### config.mk
export PLATFORM = sky130hd
export DESIGN_NAME = dual_wheel_encoder_speed_stepper_core
export DESIGN_NICKNAME = d
export VERILOG_FILES = /design/src/sv/dwes_pkg.sv /design/src/sv/dual_wheel_encoder_speed_stepper_core.sv
export VERILOG_INCLUDE_DIRS = /design/src /design/src/sv
export SDC_FILE = /design/constraint.sdc
export NUM_CORES = 1
export LEC_CHECK = 0
export BUFFER_PORTS_ARGS = -buffer_cell sky130_fd_sc_hd__buf_2
export CAP_MARGIN = 20
export CORE_ASPECT_RATIO = 0.75
export CORE_UTILIZATION = 61
export CTS_CLUSTER_SIZE = 24
export DETAILED_ROUTE_END_ITERATION = 16
export PLACE_DENSITY_LB_ADDON = 0.1
export SYNTH_ARGS = -nofsm -noshare
export SYNTH_HDL_FRONTEND = slang
export SYNTH_SLANG_ARGS = --single-unit
### constraint.sdc
create_clock -name clk -period 9.44 [get_ports clk]
set_input_delay 0.944 -clock clk [delete_from_list [all_inputs] [get_ports clk]]
set_output_delay 0.944 -clock clk [all_outputs]
set_load 0.03 [all_outputs]
### src/sv/assert_macros.svh
// Assertion helpers. Every check is clocked on clk and is held off while arst_n is low.
`ifndef ASSERT_MACROS_SVH
`define ASSERT_MACROS_SVH

// Overlapping form: the consequent is checked on the same edge as the antecedent.
`define CHK_SAME(label, ante, cons, msg) \
	label: assert property (@(posedge clk) disable iff (!arst_n) (ante) |-> (cons)) \
		else $error(msg);

// Next-cycle form: the consequent is checked on the edge after the antecedent.
`define CHK_NEXT(label, ante, cons, msg) \
	label: assert property (@(posedge clk) disable iff (!arst_n) (ante) |=> (cons)) \
		else $error(msg);

`endif

### src/sv/dwes_pkg.sv
package dwes_pkg;

	localparam int unsigned TICK_MS_DEF = 1;

	localparam logic [15:0] SPEED_REF_RST = 16'd15;
	localparam logic [15:0] CTRL_INT_RST  = 16'd20;
	localparam logic [15:0] LED_INT_RST   = 16'd500;
	localparam logic [15:0] PERIOD_RST    = 16'd100;
	localparam logic [7:0]  DUTY_MAX      = 8'd255;

	typedef enum logic [1:0] {
		CFG_SPEED_REF = 2'd0,
		CFG_CTRL_INT  = 2'd1,
		CFG_LED_INT   = 2'd2
	} cfg_idx_t;

	// Result word. The first field sits in the highest bits.
	typedef struct packed {
		logic [5:0]  pad;
		logic        control_fired;
		logic        led_lit;
		logic [15:0] right_pulses;
		logic [15:0] left_pulses;
		logic [15:0] right_interval;
		logic [15:0] left_interval;
		logic [7:0]  right_drive;
		logic [7:0]  left_drive;
	} res_t;

endpackage

### src/sv/dual_wheel_encoder_speed_stepper_core.sv
// Each accepted word goes through the input register, then the result register, to result valid.
// Throughput: one word per cycle while m_tready keeps up. The input register and the result register let a new
// word enter while the previous result still waits on m_tready.
// Reset (arst_n low, asynchronous): registers go to 15/20/500, periods to 100, all counters,
// duties and the LED go to 0, and both stages are emptied.
module dual_wheel_encoder_speed_stepper_core
	import dwes_pkg::*;
#(
	parameter int unsigned TICK_MS = TICK_MS_DEF
) (
	input  logic        clk,
	input  logic        arst_n,
	input  logic        cfg_we,
	input  logic [1:0]  cfg_index,
	input  logic [15:0] cfg_data,
	input  logic        s_tvalid,
	output logic        s_tready,
	input  logic [7:0]  s_tdata,   // tick, left_pulse, right_pulse, zero pad
	output logic        m_tvalid,
	input  logic        m_tready,
	output logic [87:0] m_tdata    // left_drive, right_drive, left_interval, right_interval,
	                               // left_pulses, right_pulses, led_lit, control_fired, pad
);

	`include "assert_macros.svh"

	localparam int unsigned TW = $clog2(TICK_MS + 1);
	localparam int unsigned PW = 16 + TW;
	localparam logic [TW-1:0] TICK_LEN = TW'(TICK_MS);

	// config registers
	logic [15:0] speed_ref_q, ctrl_int_q, led_int_q;

	// block state
	logic [15:0] tick_cnt_q, l_last_q, r_last_q, l_period_q, r_period_q;
	logic [15:0] l_count_q, r_count_q, ctrl_cnt_q, led_cnt_q;
	logic [7:0]  l_duty_q, r_duty_q;
	logic        led_q;

	// stages
	logic v_s1, tick_s1, lp_s1, rp_s1;
	logic out_v_q;
	res_t res_q;
	logic adv;

	assign adv      = !out_v_q || m_tready;
	assign s_tready = !v_s1 || adv;
	assign m_tvalid = out_v_q;
	assign m_tdata  = res_q;

	always_ff @(posedge clk or negedge arst_n) begin
		if (!arst_n) begin
			speed_ref_q <= SPEED_REF_RST;
			ctrl_int_q  <= CTRL_INT_RST;
			led_int_q   <= LED_INT_RST;
		end else if (cfg_we) begin
			case (cfg_index)
				CFG_SPEED_REF: speed_ref_q <= cfg_data;
				CFG_CTRL_INT:  ctrl_int_q  <= cfg_data;
				CFG_LED_INT:   led_int_q   <= cfg_data;
				default: ;
			endcase
		end
	end

	// input register
	always_ff @(posedge clk or negedge arst_n) begin
		if (!arst_n) begin
			v_s1 <= 1'b0;
		end else if (s_tready) begin
			v_s1 <= s_tvalid;
		end
	end

	always_ff @(posedge clk) begin
		if (s_tready && s_tvalid) begin
			tick_s1 <= s_tdata[0];
			lp_s1   <= s_tdata[1];
			rp_s1   <= s_tdata[2];
		end
	end

	// next-state logic for the word in stage 1
	logic [15:0] l_diff, r_diff;
	logic [PW-1:0] l_prod, r_prod;
	logic [15:0] l_period_d, r_period_d, l_last_d, r_last_d, l_count_d, r_count_d;
	logic [15:0] tick_cnt_d, ctrl_cnt_d, led_cnt_d;
	logic [16:0] ctrl_next, led_next;
	logic ctrl_due, led_due, fired;
	logic [7:0] l_duty_d, r_duty_d;
	logic led_d;

	assign l_diff = tick_cnt_q - l_last_q;
	assign r_diff = tick_cnt_q - r_last_q;
	assign l_prod = PW'(l_diff) * PW'(TICK_LEN);
	assign r_prod = PW'(r_diff) * PW'(TICK_LEN);

	assign ctrl_next = {1'b0, ctrl_cnt_q} + 17'd1;
	assign led_next  = {1'b0, led_cnt_q} + 17'd1;
	assign ctrl_due  = ctrl_next >= {1'b0, ctrl_int_q};
	assign led_due   = led_next >= {1'b0, led_int_q};

	always_comb begin
		l_period_d = l_period_q;
		r_period_d = r_period_q;
		l_last_d   = l_last_q;
		r_last_d   = r_last_q;
		l_count_d  = l_count_q;
		r_count_d  = r_count_q;
		tick_cnt_d = tick_cnt_q;
		ctrl_cnt_d = ctrl_cnt_q;
		led_cnt_d  = led_cnt_q;
		l_duty_d   = l_duty_q;
		r_duty_d   = r_duty_q;
		led_d      = led_q;
		fired      = 1'b0;

		// pulses use the tick count from before this word's tick
		if (lp_s1) begin
			l_count_d = l_count_q + 16'd1;
			l_last_d  = tick_cnt_q;
			if (l_last_q != 16'd0)
				l_period_d = (l_prod > PW'(16'hFFFF)) ? 16'hFFFF : l_prod[15:0];
		end
		if (rp_s1) begin
			r_count_d = r_count_q + 16'd1;
			r_last_d  = tick_cnt_q;
			if (r_last_q != 16'd0)
				r_period_d = (r_prod > PW'(16'hFFFF)) ? 16'hFFFF : r_prod[15:0];
		end

		if (tick_s1) begin
			tick_cnt_d = tick_cnt_q + 16'd1;
			ctrl_cnt_d = ctrl_due ? 16'd0 : ctrl_next[15:0];
			led_cnt_d  = led_due ? 16'd0 : led_next[15:0];
			if (ctrl_due) begin
				fired = 1'b1;
				// shorter period than the reference means too fast
				if (l_period_d < speed_ref_q) begin
					if (l_duty_q != 8'd0)
						l_duty_d = l_duty_q - 8'd1;
				end else if (l_duty_q != DUTY_MAX) begin
					l_duty_d = l_duty_q + 8'd1;
				end
				if (r_period_d < speed_ref_q) begin
					if (r_duty_q != 8'd0)
						r_duty_d = r_duty_q - 8'd1;
				end else if (r_duty_q != DUTY_MAX) begin
					r_duty_d = r_duty_q + 8'd1;
				end
			end
			if (led_due)
				led_d = !led_q;
		end
	end

	always_ff @(posedge clk or negedge arst_n) begin
		if (!arst_n) begin
			tick_cnt_q <= '0;
			l_last_q   <= '0;
			r_last_q   <= '0;
			l_period_q <= PERIOD_RST;
			r_period_q <= PERIOD_RST;
			l_count_q  <= '0;
			r_count_q  <= '0;
			ctrl_cnt_q <= '0;
			led_cnt_q  <= '0;
			l_duty_q   <= '0;
			r_duty_q   <= '0;
			led_q      <= 1'b0;
			out_v_q    <= 1'b0;
		end else if (adv) begin
			out_v_q <= v_s1;
			if (v_s1) begin
				tick_cnt_q <= tick_cnt_d;
				l_last_q   <= l_last_d;
				r_last_q   <= r_last_d;
				l_period_q <= l_period_d;
				r_period_q <= r_period_d;
				l_count_q  <= l_count_d;
				r_count_q  <= r_count_d;
				ctrl_cnt_q <= ctrl_cnt_d;
				led_cnt_q  <= led_cnt_d;
				l_duty_q   <= l_duty_d;
				r_duty_q   <= r_duty_d;
				led_q      <= led_d;
			end
		end
	end

	// result register
	always_ff @(posedge clk) begin
		if (adv && v_s1) begin
			res_q.pad            <= '0;
			res_q.control_fired  <= fired;
			res_q.led_lit        <= led_d;
			res_q.right_pulses   <= r_count_d;
			res_q.left_pulses    <= l_count_d;
			res_q.right_interval <= r_period_d;
			res_q.left_interval  <= l_period_d;
			res_q.right_drive    <= r_duty_d;
			res_q.left_drive     <= l_duty_d;
		end
	end

	`CHK_SAME(a_ready_when_empty, !out_v_q, s_tready, "input stalled with empty result register")
	`CHK_NEXT(a_no_tick_holds_cnt, v_s1 && adv && !tick_s1, $stable(tick_cnt_q) && $stable(led_q),
		"tick state moved on a word without a tick")
	`CHK_NEXT(a_fire_needs_tick, v_s1 && adv && !tick_s1, !res_q.control_fired,
		"controller update reported without a tick")
	`CHK_NEXT(a_idle_holds_duty, !(v_s1 && adv), $stable(l_duty_q) && $stable(r_duty_q),
		"duty changed with no word advancing")

endmodule

==> qor.yml, run 1 <==
outcome:
  outcome: "complete, no violations"
synthesis:
  avgSynthCellArea_um2: 10.3
  synthFlopType: "dfrtp_1"
  synth_common_cells: "193 x dfrtp_1, 190 x nand2_1, 103 x ha_1, 103 x o21ai_0, 99 x inv_1"
  ys_async_sr_fraction_pct: 71.3
  yosys_warnings: 0
  synth_edf_count: 85
  synth_area_um2: 16300
  synth_top_area_share_pct: 29.6
  yosys.area.top_type: "dfrtp_1"
  syn_inst: 1588
  synth.yosys.seq_area_share_pct: 48.1
  synth.most_common_cell: "dfrtp_1"
  ys_types: 73
  synthTopCellsByArea: "dfrtp_1 30%, edfxtp_1 16%, ha_1 7.9%"
  ys_ff_latch: 296
pwr:
  power_density_nw_per_um2: 296
  vdd_drop_max_v: 0.000223
  total_power_mw: 5.38
  p_leak_nw: 8.29
worst_hold_path:
  min_path_type: "reg2reg"
  hold_end: "r_period_q[5]"
  holdPathStages: 2
  min_from: "r_period_q[5]"
timing:
  post-route-period-util_pct: 59.3
  finalHoldWorstSlack_ns: 0.462
  relSlewSlack_pct: 32.5
  worstMarginPinSlew_ns: 1.01
  setup_viol: 0
  fmax_ghz: 0.179
  fin_crit_ns: 5.60
  drv_slew: 0
  rsz0062_at_grt: "no"
  skew_ns: 0.0128
  fin_setup_tns_ns: 0
  finalHoldViolations: 0
floorplanning:
  core_um2: 26100
  rows: 51
  fp.dieH_um: 144
  die_x_um: 191
  ios: 121
  start_util_pct: 62.5
  die_area_um2: 27400
clocking:
  root_buffer: "clkbuf_16"
  clkLatencyLatePin_ns: 0.55
  clock-sinks: 296
  cts_max_path_buffers: 3
  post-cts-setup-buffer-count: 0
  cts_tree: "done"
  cts_buffers: 30
  hold_buffers: 0
  h-tree-depth: 1
  cts.clk_slew.worst_paths_ns: 0.06
  cts_resized: 0
finish:
  final_cells: 2055
  seqCellArea_um2: 7860
  nFillCells: 1921
  nets: 1823
  drive_gt1_share_pct: 17.0
  area.growth.synth_to_final_pct: 11.6
  antenna_cells: 0
  multi_input_comb_area_um2: 7850
routing:
  post-route-drc-count: 0
  wl_um: 37700
  dr.pass1.iters: 5
  first_iter_violations: 952
  antenna_left: 0
  wl_per_cell_um: 18.3
  vias_per_cell: 5.94
  via_count: 12200
global_route:
  track_usage_pct: 28.1
  grt_pass1_wl_um: 61000
  grt_max_degree: 88
  grt-ovfl-total: 0
  grt_antenna_before_repair: 0
  grt_pass1_vias: 11600
flow_run:
  maxCapViolations: 0
setup_path:
  crit_fanout: 7
  rr_startpoint: "tick_cnt_q[0]"
  worstSetupStartpointType: "register"
  critical_path_required_ns: 9.71
  cp-end-kind: "register"
  rr_endpoint: "m_tdata[1]"
  crit_path_start: "tick_cnt_q[0]"
  worst-r2r-setup-slack_ns: 3.84
  critPathArrivalTime_ns: 5.86
  reg2reg_depth: 18
  path_class: "reg2reg"
place:
  placed_cells: 1997
  hpwl_um: 26500
  gp_congestion: 0.910
  port_buffers: 109
[cell usage in the layout (no fill, tap or decap), drive strengths merged, types with 6 or more instances in the layout]
cell type	n
dfrtp	193
nand2	190
buf	120
o21ai	104
ha	103
inv	101
mux2	88
nor2	87
edfxtp	85
xnor2	72
nand3	57
a21oi	56
xor2	54
clkbuf	48
nor3	34
and3	27
nand4	26
o31ai	19
dfstp	18
nand2b	15
o21a	15
a21o	14
o211ai	13
a211oi	12
or4	12
nor2b	11
a31oi	11
nor4	9
or3	8
o22ai	8
and2	7
or2	6
conb	6
[report_power, final]
| group | internal, mW | total, mW | switching [mW] | leakage [nW] |
|---|---|---|---|---|
| sequential | 1.66 | 1.86 | 0.201 | 3.49 |
| clock | 0.753 | 1.25 | 0.496 | 0.503 |
| combinational | 0.896 | 2.27 | 1.38 | 4.29 |
[final cells by class]
type	instances	area share, %
inverters	102	2.12
clock inverters	9	0.838
flip-flops and latches	296	43.1
well taps	344	2.36
clock buffers	47	4.86
multi-input cells	1136	43.1
repair buffers	121	3.58
[cells by family (layout without fill, tap and decap cells)]
group / Yosys count / after routing / share of synthesized area, %
AO/OA/AOI/OAI: 305 / 305 / 12.1
XOR/XNOR: 126 / 126 / 6.76
adder cells (fa/ha/maj): 105 / 105 / 8.14
buffers and inverters: 161 / 279 / 3.90
flip-flops: 296 / 296 / 48.1
multiplexers: 93 / 93 / 6.38
other: 1 / 6 / 0.0230
AND/OR/NAND/NOR: 501 / 501 / 14.5
[stage by stage]
step	cell area, µm²	worst slack (ns)	util (%)
finish	18200	3.84	69.8
global route	18200	3.39	69.8
global placement	17200	3.90	65.7
floorplan	16300	4.86	-
CTS	18200	3.63	69.7
detailed placement	17200	3.76	65.7
[how the worst max path moves through the flow]
stage / to / cells past startpoint
CTS: r_duty_q[1] / 18
floorplan: m_tdata[0] / 5
finish: m_tdata[1] / 18
detailed placement: r_duty_q[1] / 18
global route: m_tdata[2] / 20
global placement: m_tdata[9] / 18
[metal layers]
metal | share of wire [%] | routed length (µm) | track usage (%)
met1 | 50 | 18800 | 44.2
met2 | 42 | 15900 | 41.3
met3 | 6.1 | 2280 | 3.52
met4 | 2.0 | 762 | 6.02
met5 | 0 | 0 | 0
[critical path, cell delays in order (launching register included)]
cell	delay (ns)
dfrtp_1	0.37
inv_1	0.14
ha_1	0.26
fa_1	0.40
nor2b_1	0.12
o21ai_0	0.12
a21boi_0	0.37
o211ai_1	0.18
a21o_1	0.20
and3_1	0.19
o211ai_1	0.19
nand3_1	0.20
ha_1	0.25
or4_1	0.52
a211oi_1	0.35
o21ai_0	0.36
o211ai_1	0.66
o221a_2	0.31
o21ai_0	0.14
[state kept, by name (all words and copies together) (netlist names), 8 cells and up]
| signal | cells |
|---|---|
| ctrl_cnt_q | 16 |
| ctrl_int_q | 16 |
| l_count_q | 16 |
| l_duty_q | 8 |
| l_last_q | 16 |
| l_period_q | 16 |
| led_cnt_q | 16 |
| led_int_q | 16 |
| m_tdata | 82 |
| r_count_q | 16 |
| r_duty_q | 8 |
| r_last_q | 16 |
| r_period_q | 16 |
| speed_ref_q | 16 |
| tick_cnt_q | 16 |
Power figures use the tool's default switching activity.
==> run 2, diff against run 1 <==
--- a/config.mk
+++ b/config.mk
@@ -9,7 +9,7 @@
 export BUFFER_PORTS_ARGS = -buffer_cell sky130_fd_sc_hd__buf_2
 export CAP_MARGIN = 20
 export CORE_ASPECT_RATIO = 0.75
-export CORE_UTILIZATION = 61
+export CORE_UTILIZATION = 55
 export CTS_CLUSTER_SIZE = 24
 export DETAILED_ROUTE_END_ITERATION = 16
 export PLACE_DENSITY_LB_ADDON = 0.1
==> constraint.sdc (replaced) <==
create_clock -name clk -period 5 [get_ports clk]
set_input_delay 0.5 -clock clk [delete_from_list [all_inputs] [get_ports clk]]
set_output_delay 0.5 -clock clk [all_outputs]
set_load 0.03 [all_outputs]
==> run 2 against run 1 <==
Against the previous run: count of clock-buffer cells in the layout is 6 lower; final cell count is 4.5% higher; flip-flop and latch count stayed put; power is 99% higher.
==> qor.yml, run 2 (synthesis results as in run 1) <==
floorplanning:
  start_util_pct: 56.0
  ios: 121
  core_um2: 29100
  fp.dieH_um: 151
  rows: 54
  die_area_um2: 30400
  die_x_um: 201
clocking:
  cts_buffers: 30
  clock-sinks: 296
  h-tree-depth: 1
  cts.clk_slew.worst_paths_ns: 0.06
  cts_max_path_buffers: 3
  cts_tree: "done"
  clkLatencyLatePin_ns: 0.58
  root_buffer: "clkbuf_16"
setup_path:
  cpMaxStageDelayCell: "a2111o_1"
  worstSetupStartpointType: "register"
  critical_path_required_ns: 5.33
  path_class: "reg2reg"
  crit_fanout: 12
  path_cells: "inv_1 -> buf_4 -> ha_2 -> fa_2 -> nor2b_1 -> o21ai_0 -> nand2b_1 -> a31oi_4 -> a2111o_1 -> a311oi_2 -> or4_1 -> nand3_2 -> ha_4 -> nand4_1 -> nor3_2 -> a21oi_2 -> buf_6 -> buf_6 -> clkbuf_16 -> nor4_1 -> a21oi_1 -> o22a_1"
  cp-end-kind: "register"
  cpPeakStageDelay_ns: 0.53
  crit_family: "compound AO/OA/AOI/OAI gates"
  critPathBufInv: 5
  critPathArrivalTime_ns: 5.24
  crit_top_cell: "buf_6"
global_route:
  grt_max_degree: 121
  track_usage_pct: 25.2
  grt_pass1_vias: 11400
  grt-ovfl-total: 0
  grt_antenna_before_repair: 1
  grt_pass1_wl_um: 60800
routing:
  wl_met2_um: 15800
  dr.pass1.iters: 7
  routed.top_layer: "met4"
  wl_met1_um: 19600
  first_iter_violations: 799
  via_count: 12200
  met3_length_um: 2260
  antenna_left: 0
  vias_per_cell: 5.71
  wl_per_cell_um: 17.9
  post-route-drc-count: 0
  wl_um: 38400
timing:
  finalHoldViolations: 0
  setup_viol: 0
  relSlewSlack_pct: 32.3
  skew_ns: 0.0220
  fmax_ghz: 0.204
  finalHoldWorstSlack_ns: 0.0984
  fin_crit_ns: 4.91
  post-route-period-util_pct: 98.2
  drv_slew: 0
  fin_ws_ns: 0.0910
  worstMarginPinSlew_ns: 1.01
finish:
  antenna_cells: 0
  drive_gt1_share_pct: 20.3
  area.growth.synth_to_final_pct: 14.7
  final_cells: 2147
  largest_reg_flops: 82
  nets: 1867
  nFillCells: 2346
  most-common-layout-cells: "193 x dfrtp_1, 189 x nand2_1, 108 x buf_2"
  final_common_cell: "dfrtp_1"
  multi_input_comb_area_um2: 7980
  seqCellArea_um2: 7860
place:
  dpl_worst_slack_ns: 0.0988
  port_buffers: 109
  hpwl_um: 27200
  gp_congestion: 0.890
  placed_cells: 2080
pwr:
  vdd_drop_max_v: 0.000539
  p_leak_nw: 8.51
  power_density_nw_per_um2: 571
worst_hold_path:
  min_path_type: "in2reg"
flow_run:
  maxCapViolations: 0
outcome:
  outcome: "complete, no violations"
## run 2: cell count changes in the layout (fill, tap and decap cells not counted), sizes merged
cell	before	now
clkinv	5	13
buf	120	162
dlygate4sd3	0	1
clkbuf	48	43
bufinv	4	1
clkinvlp	1	2
## run 2: what timing repair did
item,CTS,global route
hold endpoints to repair,48,0
endpoints found under the setup margin,0,28
setup buffers,0,8
resized for setup,0,32
hold buffers,1,0
## run 2: final cells by class
cell class	count	area share (%)
Clock buffer	41	4.40
Clock inverter	15	0.682
Inverter	102	2.06
Multi-Input combinational cell	1136	42.7
Sequential cell	296	42.0
Tap cell	392	2.62
Timing Repair Buffer	165	5.59
## run 2: per-stage QoR
stage | TNS [ns] | utilization (%) | area, µm² | power (mW)
final | 0 | 64.3 | 18700 | 10.7
after global routing | -0.341 | 64.3 | 18700 | 11.3
after CTS | 0 | 63.4 | 18500 | 10.2
after detailed placement | 0 | 60.1 | 17500 | 8.01
after global placement | 0 | 60.1 | 17500 | 7.87
after floorplan | 0 | - | 16300 | 6.60
## run 2: worst paths after layout
path | endpoint | slack [ns] | cells after the start | start
max | m_tdata[15] | 0.09 | 22 | tick_cnt_q[0]
min | tick_s1 | 0.1 | 1 | s_tdata[0]
max reg2reg | m_tdata[15] | 0.09 | 22 | tick_cnt_q[0]
min reg2reg | r_period_q[5] | 0.46 | 2 | r_period_q[5]
max in group asynchronous | l_duty_q[3] | 3.27 | 3 | arst_n
min in group asynchronous | r_duty_q[2] | 0.50 | 2 | arst_n
## run 2: routing by layer
metal	up-vias	track usage, %
met1	5906	40.4
met4	0	5.57
met3	50	3.66
met5	-	0
met2	344	35.7
li1	5949	-
## run 2: where the power goes
part | total (mW) | internal [mW] | switching, mW
Combinational | 5.01 | 2.19 | 2.82
Clock | 2.19 | 1.21 | 0.978
Sequential | 3.48 | 3.14 | 0.347
Total | 10.7 | 6.54 | 4.15
